$ cat src/rtl/tmtw_pkg.sv
// Shared types and codes of the text-mode terminal writer.
package tmtw_pkg;

    localparam int CURSOR_W    = 11;
    localparam int INDEX_W     = 11;
    localparam int CFG_INDEX_W = 1;
    localparam int CFG_DATA_W  = 4;

    localparam logic [CFG_INDEX_W-1:0] REG_FOREGROUND = 1'b0;
    localparam logic [CFG_INDEX_W-1:0] REG_BACKGROUND = 1'b1;

    localparam logic CMD_PUT  = 1'b0;
    localparam logic CMD_READ = 1'b1;

    localparam logic [7:0] CH_TAB     = 8'd9;
    localparam logic [7:0] CH_NEWLINE = 8'd10;
    localparam logic [7:0] CH_RETURN  = 8'd13;

    typedef struct packed {
        logic                command;
        logic [7:0]          char_code;
        logic                last_in_string;
        logic [INDEX_W-1:0]  cell_index;
    } item_t;

    typedef struct packed {
        logic [CURSOR_W-1:0] cursor_position;
        logic                cursor_update;
        logic [7:0]          read_char;
        logic [7:0]          read_attribute;
        logic                scrolled;
    } result_t;

    typedef struct packed {
        logic load;
        logic exec;
        logic sweep;
        logic clear_mode;
        logic emit;
    } ctrl_cmd_t;

    typedef struct packed {
        logic grow;
        logic more;
        logic sweep_last;
    } ctrl_stat_t;

endpackage

$ cat src/rtl/tmtw_ctrl.sv
// Controller state machine of the text-mode terminal writer.
module tmtw_ctrl (
    input  logic                  clk,
    input  logic                  rst_n,
    input  logic                  start,
    output logic                  busy,
    output tmtw_pkg::ctrl_cmd_t   cmd,
    input  tmtw_pkg::ctrl_stat_t  stat
);
    import tmtw_pkg::*;

    typedef enum logic [3:0] {
        S_CLEAR  = 4'b0001,
        S_IDLE   = 4'b0010,
        S_EXEC   = 4'b0100,
        S_SCROLL = 4'b1000
    } state_t;

    state_t state_reg;
    state_t state_next;

    always_comb
    begin
        state_next = state_reg;
        cmd        = '0;
        unique case (state_reg)
            S_CLEAR:
            begin
                cmd.sweep      = 1'b1;
                cmd.clear_mode = 1'b1;
                if (stat.sweep_last)
                begin
                    state_next = S_IDLE;
                end
            end
            S_IDLE:
            begin
                if (start)
                begin
                    cmd.load   = 1'b1;
                    state_next = S_EXEC;
                end
            end
            S_EXEC:
            begin
                cmd.exec = 1'b1;
                if (stat.grow)
                begin
                    state_next = S_SCROLL;
                end
                else
                begin
                    cmd.emit   = 1'b1;
                    state_next = S_IDLE;
                end
            end
            S_SCROLL:
            begin
                cmd.sweep = 1'b1;
                if (stat.sweep_last && !stat.more)
                begin
                    cmd.emit   = 1'b1;
                    state_next = S_IDLE;
                end
            end
            default:
            begin
                state_next = S_IDLE;
            end
        endcase
    end

    always_ff @(posedge clk or negedge rst_n)
    begin
        if (!rst_n)
        begin
            state_reg <= S_CLEAR;
        end
        else
        begin
            state_reg <= state_next;
        end
    end

    assign busy = (state_reg != S_IDLE);

    a_accept_to_exec: assert property (@(posedge clk) disable iff (!rst_n)
        (state_reg == S_IDLE && start) |=> (state_reg == S_EXEC))
        else $error("accepted item did not enter execution");

    a_single_emit: assert property (@(posedge clk) disable iff (!rst_n)
        cmd.emit |=> !cmd.emit)
        else $error("result emitted on two adjacent cycles");

    a_sweep_holds: assert property (@(posedge clk) disable iff (!rst_n)
        (state_reg == S_SCROLL && !stat.sweep_last) |=> (state_reg == S_SCROLL))
        else $error("scroll sweep left before its last cell");

endmodule

$ cat config.mk
export PLATFORM = sky130hd
export DESIGN_NAME = tmtw_ctrl
export DESIGN_NICKNAME = d
export VERILOG_FILES = /design/src/rtl/tmtw_pkg.sv /design/src/rtl/tmtw_ctrl.sv
export SDC_FILE = /design/constraint.sdc
export NUM_CORES = 1
export LEC_CHECK = 0
export BUFFER_PORTS_ARGS = -buffer_cell sky130_fd_sc_hd__buf_2
export CELL_PAD_IN_SITES_DETAIL_PLACEMENT = 1
export CELL_PAD_IN_SITES_GLOBAL_PLACEMENT = 2
export CORE_AREA = 2 2 39 41
export CTS_CLUSTER_DIAMETER = 30
export CTS_CLUSTER_SIZE = 40
export DETAILED_ROUTE_END_ITERATION = 8
export DIE_AREA = 0 0 41 43
export PLACE_DENSITY = 0.58
export SYNTH_ARGS = -nofsm -noshare
export SYNTH_HDL_FRONTEND = slang
export SYNTH_SLANG_ARGS = --single-unit
$ cat constraint.sdc
create_clock -name clk -period 1.5 [get_ports clk]
set_input_delay 0.15 -clock clk [delete_from_list [all_inputs] [get_ports clk]]
set_output_delay 0.15 -clock clk [all_outputs]
set_load 0.005 [all_outputs]
==> flow_metrics.py, run 1 <==
metrics = {
    "status": {
        "status": "completed",
    },
    "logic_synthesis": {
        "yosysSeqAreaShare": 0.3716,
        "synth-async-reset-ratio": 1.000,
        "yosys_warnings": 0,
        "synth_top_family_by_area": "simple AND/OR/NAND/NOR gates",
        "synth_compound_area_frac": 0.1284,
        "ys.flop_type": "dfrtp_1",
        "synth.distinct_cells": 19,
        "synthAdderAreaFrac": 0,
        "synth_seq_cells": 4,
        "synth_edf_count": 0,
        "synth-simple-area-share": 0.4495,
        "synth-xor-area-share": 0.03211,
        "synth_area_um2": 272.8,
        "synth_mux_area_frac": 0,
        "synth_nets": 31,
        "syn-instance-count": 25,
        "avgSynthCellArea_um2": 10.91,
    },
    "detailed_routing": {
        "drt_wl_total_um": 671,
        "wl_per_cell_um": 11.77,
        "drtIter0Drc": 3,
        "postRouteAntennaNets": 0,
        "first_pass_iters": 4,
        "vias": 263,
        "drc": 0,
        "via_per_inst": 4.614,
    },
    "worst_setup_path": {
        "crit_required_ns": 1.35,
        "cp_max_fo": 7,
        "worstSetupEndpointType": "output port",
        "start_kind": "register",
        "path_class": "reg2out",
        "cp_data_arrival_time_ns": 1.24,
    },
    "timing": {
        "fin_crit_ns": 1.388,
        "finalHoldViolations": 0,
        "setup_tns_ns": 0,
        "period_share": 0.9251,
        "worstMarginPinSlew_ns": 0.2462,
        "skew_ns": 0.009277,
        "rsz0062_at_grt": "false",
        "max_freq_mhz": 720.7,
        "drv_slew": 0,
        "setup_violations": 0,
        "slew_headroom": 0.8336,
    },
    "global_route": {
        "gr-total-overflow": 0,
        "grt_pass1_wl_mm": 1.104,
        "grtUsageTotal": 0.09063,
        "antenna_found_initial": 0,
        "grt_pass1_vias": 251,
        "grt_max_degree": 8,
    },
    "run": {
        "maxCapViolations": 0,
    },
    "clock_network": {
        "clock_path_buffers": 2,
        "clk_latency_ns": 0.24,
        "numCtsBuffers": 3,
        "path_clk_slew_ns": 0.04,
        "cts_tree": "yes",
        "clock_sinks": 4,
        "cts-root-buf": "clkbuf_4",
        "h-tree-depth": 1,
    },
    "floorplanning": {
        "die_w_um": 41,
        "io_pins": 12,
        "initial_core_util": 0.1971,
        "dieArea_mm2": 0.001763,
        "die_h_um": 43,
        "num_rows": 14,
        "core_mm2": 0.001384,
    },
    "power": {
        "max-vdd-ir-drop_mv": 0.5819,
        "p_leak_uw": 0.0001729,
        "power_density_mw_per_mm2": 1436,
    },
    "place": {
        "hpwlAfterDp_um": 515.8,
        "gp_congestion": 0.7324,
        "place_inst": 51,
        "portBuffers": 11,
    },
    "cells_and_area": {
        "diodes": 0,
        "syn_to_final_growth_pct": 43.12,
        "final_cell_mix": "buf_2 (11), nor3b_1 (3), clkbuf_4 (3), dfrtp_2 (3)",
        "final_common_cell": "buf_2",
        "fin_util": 0.2821,
        "fin_cells": 57,
        "nets": 48,
        "final.fill_count": 175,
        "largest_reg_flops": 4,
        "multi_input_area_um2": 166.4,
        "drive_gt1_frac": 0.5854,
        "seq_area_um2": 105.1,
    },
    "worst_hold_path": {
        "min-delay-path-class": "in2reg",
    },
}
## synthesized netlist by cell type, drive strengths merged (2+ instances only)
master  count  area, um^2
and3        2       12.51
nor4b       3       47.54
nor3b       3       22.52
nor3        2       10.01
dfrtp       3       75.07
## worst max-delay path: stages (launching register included)
cell and delay [ns]:
dfrtp_2 0.47, nor3b_1 0.21, a21oi_1 0.06, nor3_1 0.12, buf_2 0.13
## repair_timing
item,CTS,global route
setup buffers,0,1
endpoints found under the setup margin,0,4
hold buffers,1,0
gates resized for setup,0,3
endpoints found under the hold margin,4,0
## final timing paths
check	start	end	slack, ns	depth (start not counted)
worst max-delay path	state_reg[3]$_DFFE_PN0P_	cmd[0]	0.11	4
worst min-delay path	start	state_reg[1]$_DFFE_PN0P_	0.13	2
worst max register to register	state_reg[0]$_DFFE_PN1P_	state_reg[1]$_DFFE_PN0P_	0.28	4
worst min register to register	state_reg[2]$_DFFE_PN0P_	state_reg[0]$_DFFE_PN1P_	0.67	2
max in group asynchronous	rst_n	state_reg[0]$_DFFE_PN1P_	1.04	2
min in group asynchronous	rst_n	state_reg[3]$_DFFE_PN0P_	0.25	2
## cell families (layout without fill, tap and decap cells)
kind of cell,after synthesis,in the layout
AOI/OAI and AO/OA,4,4
xor gates and xnor gates,1,1
buffers and inverters,1,17
DFF,4,4
and+or+nand+nor,15,15
## routing by layer
| layer | wire [um] | global-route usage |
|---|---|---|
| met1 | 327 | 0.1234 |
| met2 | 328 | 0.1344 |
| met3 | 15 | 0 |
| met4 | 0 | 0.06000 |
| met5 | 0 | 0 |
## metrics by stage
| step | hold WS, ns | worst slack, ns | power [uW] | instance area (um^2) |
|---|---|---|---|---|
| 6_report | 0.1334 | 0.1124 | 560.5 | 390.4 |
| 5_1_grt | 0.1370 | 0.01079 | 604.7 | 390.4 |
| 2_1_floorplan | -0.1456 | 0.3671 | 331.3 | 272.8 |
| 3_5_place_dp | -0.04419 | 0.3039 | 408.4 | 342.8 |
| 3_3_place_gp | -0.04350 | 0.3100 | 401.6 | 342.8 |
| 4_1_cts | 0.1285 | 0.04276 | 563.7 | 379.1 |
## area by class of cell
cell class	instances	share of cell area
Sequential cell	4	0.2692
Multi-Input combinational cell	20	0.4263
Clock buffer	4	0.06731
Timing Repair Buffer	13	0.1859
Tap cell	16	0.05128
## power breakdown
group          total (uW)  internal (uW)  switching (uW)
Sequential            209            142            67.2
Combinational         206            116            89.7
Clock                 146           99.9            45.8
(Power assumes the default switching activity.)
==> run 2: changes to the inputs <==
--- a/config.mk
+++ b/config.mk
@@ -5,15 +5,16 @@
 export SDC_FILE = /design/constraint.sdc
 export NUM_CORES = 1
 export LEC_CHECK = 0
+export ABC_AREA = 1
 export BUFFER_PORTS_ARGS = -buffer_cell sky130_fd_sc_hd__buf_2
 export CELL_PAD_IN_SITES_DETAIL_PLACEMENT = 1
 export CELL_PAD_IN_SITES_GLOBAL_PLACEMENT = 2
-export CORE_AREA = 2 2 39 41
+export CORE_MARGIN = 2
+export CORE_UTILIZATION = 21
 export CTS_CLUSTER_DIAMETER = 30
 export CTS_CLUSTER_SIZE = 40
 export DETAILED_ROUTE_END_ITERATION = 8
-export DIE_AREA = 0 0 41 43
-export PLACE_DENSITY = 0.58
+export PLACE_DENSITY = 0.66
 export SYNTH_ARGS = -nofsm -noshare
 export SYNTH_HDL_FRONTEND = slang
 export SYNTH_SLANG_ARGS = --single-unit
==> flow_metrics.py, run 2 <==
metrics = {
    "detailed_routing": {
        "wl_per_cell_um": 8.824,
        "via_per_inst": 4.103,
        "drc": 0,
        "postRouteAntennaNets": 0,
        "drtIter0Drc": 1,
        "vias": 279,
        "drt_wl_total_um": 600,
        "first_pass_iters": 4,
    },
    "power": {
        "power_density_mw_per_mm2": 1640,
        "max-vdd-ir-drop_mv": 0.5917,
        "p_leak_uw": 0.0002281,
    },
    "logic_synthesis": {
        "synth_top_cell_by_area": "dfrtp_1",
        "synth_area_um2": 275.3,
        "yosysSeqAreaShare": 0.3682,
        "synth.top_cell.area_share": 0.2727,
        "syn-instance-count": 37,
        "yosys_warnings": 0,
        "synth_edf_count": 0,
        "synth_seq_cells": 4,
        "synth-async-reset-ratio": 1.000,
        "synth.distinct_cells": 14,
        "synth.cells.most_frequent": "inv_1 (8), nand2_1 (7), dfrtp_1 (3), nand3_1 (3)",
        "avgSynthCellArea_um2": 7.440,
        "ys.flop_type": "dfrtp_1",
        "synth.most_common_cell": "inv_1",
        "synth_nets": 43,
        "synth_area_leaders": "dfrtp_1 (27%), inv_1 (11%), dfstp_2 (9.5%)",
    },
    "clock_network": {
        "cts_tree": "yes",
        "numCtsBuffers": 3,
        "cts_setup_buffers": 0,
        "path_clk_slew_ns": 0.04,
        "clock_path_buffers": 2,
        "h-tree-depth": 1,
        "clk_latency_ns": 0.24,
        "cts-root-buf": "clkbuf_4",
        "clock_sinks": 4,
    },
    "run": {
        "maxCapViolations": 0,
    },
    "worst_setup_path": {
        "path_class": "reg2out",
        "crit_chain": "inv_2, nor2_2, nand3_2, nand2_2, nor3_1, buf_2",
        "slowest_stage": "dfstp_2",
        "start_kind": "register",
        "cp_max_fo": 3,
        "worstSetupEndpointType": "output port",
        "crit_required_ns": 1.35,
        "cp_slowest_stage_delay_ns": 0.53,
        "cp_data_arrival_time_ns": 1.29,
    },
    "worst_hold_path": {
        "min-delay-path-class": "in2reg",
    },
    "timing": {
        "skew_ns": 0.008308,
        "drv_slew": 0,
        "max_freq_mhz": 694.8,
        "slew_headroom": 0.8693,
        "period_share": 0.9595,
        "finalHoldViolations": 0,
        "rsz0062_at_grt": "true",
        "worstMarginPinSlew_ns": 0.1959,
        "setup_violations": 0,
        "fin_crit_ns": 1.439,
    },
    "place": {
        "place_inst": 63,
        "gp_congestion": 0.6310,
        "portBuffers": 11,
        "hpwlAfterDp_um": 530.4,
    },
    "global_route": {
        "grt_pass1_vias": 264,
        "antenna_found_initial": 0,
        "grt_max_degree": 6,
        "grt_pass1_wl_mm": 1.131,
        "gr-total-overflow": 0,
        "grtUsageTotal": 0.1103,
    },
    "floorplanning": {
        "die_h_um": 40.21,
        "die_w_um": 40.21,
        "initial_core_util": 0.2170,
        "core_mm2": 0.001269,
        "dieArea_mm2": 0.001616,
        "num_rows": 13,
        "io_pins": 12,
    },
    "cells_and_area": {
        "final_common_cell": "buf_2",
        "final.fill_count": 164,
        "largest_reg_flops": 4,
        "final_cell_mix": "buf_2 (11), inv_1 (8), nand2_1 (7)",
        "fin_cells": 68,
        "multi_input_area_um2": 152.6,
        "seq_area_um2": 101.3,
        "syn_to_final_growth_pct": 44.55,
        "diodes": 0,
        "drive_gt1_frac": 0.4906,
        "fin_util": 0.3136,
        "nets": 60,
    },
    "status": {
        "status": "completed",
    },
}
## run 2: area by class of cell
type                    instances  share of cell area
repair buffers                 12              0.1635
clock buffers                   4             0.06604
inverters                       9             0.08491
multi-input cells              24              0.3836
flip-flops and latches          4              0.2547
well taps                      15             0.04717
## run 2: path summary, 6_finish.rpt
path / start / endpoint / slack, ns / cells after the start
max in group asynchronous: rst_n / state_reg[0]$_DFFE_PN1P_ / 1.04 / 2
worst max register to register: state_reg[1]$_DFFE_PN0P_ / state_reg[1]$_DFFE_PN0P_ / 0.35 / 6
worst min register to register: state_reg[3]$_DFFE_PN0P_ / state_reg[0]$_DFFE_PN1P_ / 0.58 / 3
min in group asynchronous: rst_n / state_reg[3]$_DFFE_PN0P_ / 0.25 / 2
worst max-delay path: state_reg[0]$_DFFE_PN1P_ / cmd[4] / 0.06 / 6
worst min-delay path: stat[0] / state_reg[0]$_DFFE_PN1P_ / 0.16 / 4
## run 2: cells by family (layout without fill, tap and decap cells)
logic type,count (synthesis),count (layout),share of synthesized area
AOI/OAI and AO/OA,2,2,0.03637
and+or+nand+nor,22,22,0.4727
buffers and inverters,9,25,0.1227
DFF,4,4,0.3682
## run 2: report_power, final
group          total, uW  leakage [uW]  switching [uW]  internal [uW]
sequential           191     0.0000479            48.4            143
clock                147     0.0000150            47.1            100
combinational        314      0.000165             181            133
total                652      0.000228             276            376
## run 2: metal layers
layer | share of wire | global-route usage | vias up
li1 | - | - | 144
met1 | 0.44 | 0.1342 | 126
met2 | 0.48 | 0.1653 | 9
met3 | 0.082 | 0.01667 | 0
met4 | 0 | 0.1000 | 0
met5 | 0 | 0 | -
## run 2: per-stage QoR
stage / worst slack, ns / total power [uW] / instance area (um^2) / setup TNS (ns) / hold WS, ns
3_3_place_gp: 0.2821 / 503.3 / 349.1 / 0 / -0.04277
6_report: 0.06074 / 652.3 / 397.9 / 0 / 0.1580
2_1_floorplan: 0.3981 / 402.3 / 275.3 / 0 / -0.1456
3_5_place_dp: 0.2553 / 504.5 / 349.1 / 0 / -0.03836
4_1_cts: 0.02183 / 665.7 / 387.9 / 0 / 0.1793
5_1_grt: -0.08598 / 746.6 / 397.9 / -0.1326 / 0.1880
## run 2: repair_timing
item | 4_1_cts | 5_1_grt
gates resized for setup | 1 | 2
endpoints found under the hold margin | 4 | 0
hold buffers | 1 | 0
pin swaps | 1 | 0
setup endpoints to repair | 1 | 2
## run 2: worst max-delay path, delay by kind of cell (launching register included)
kind          cells  cell delay (ns)
buf+inv           2             0.17
flops             1             0.53
simple gates      4             0.34
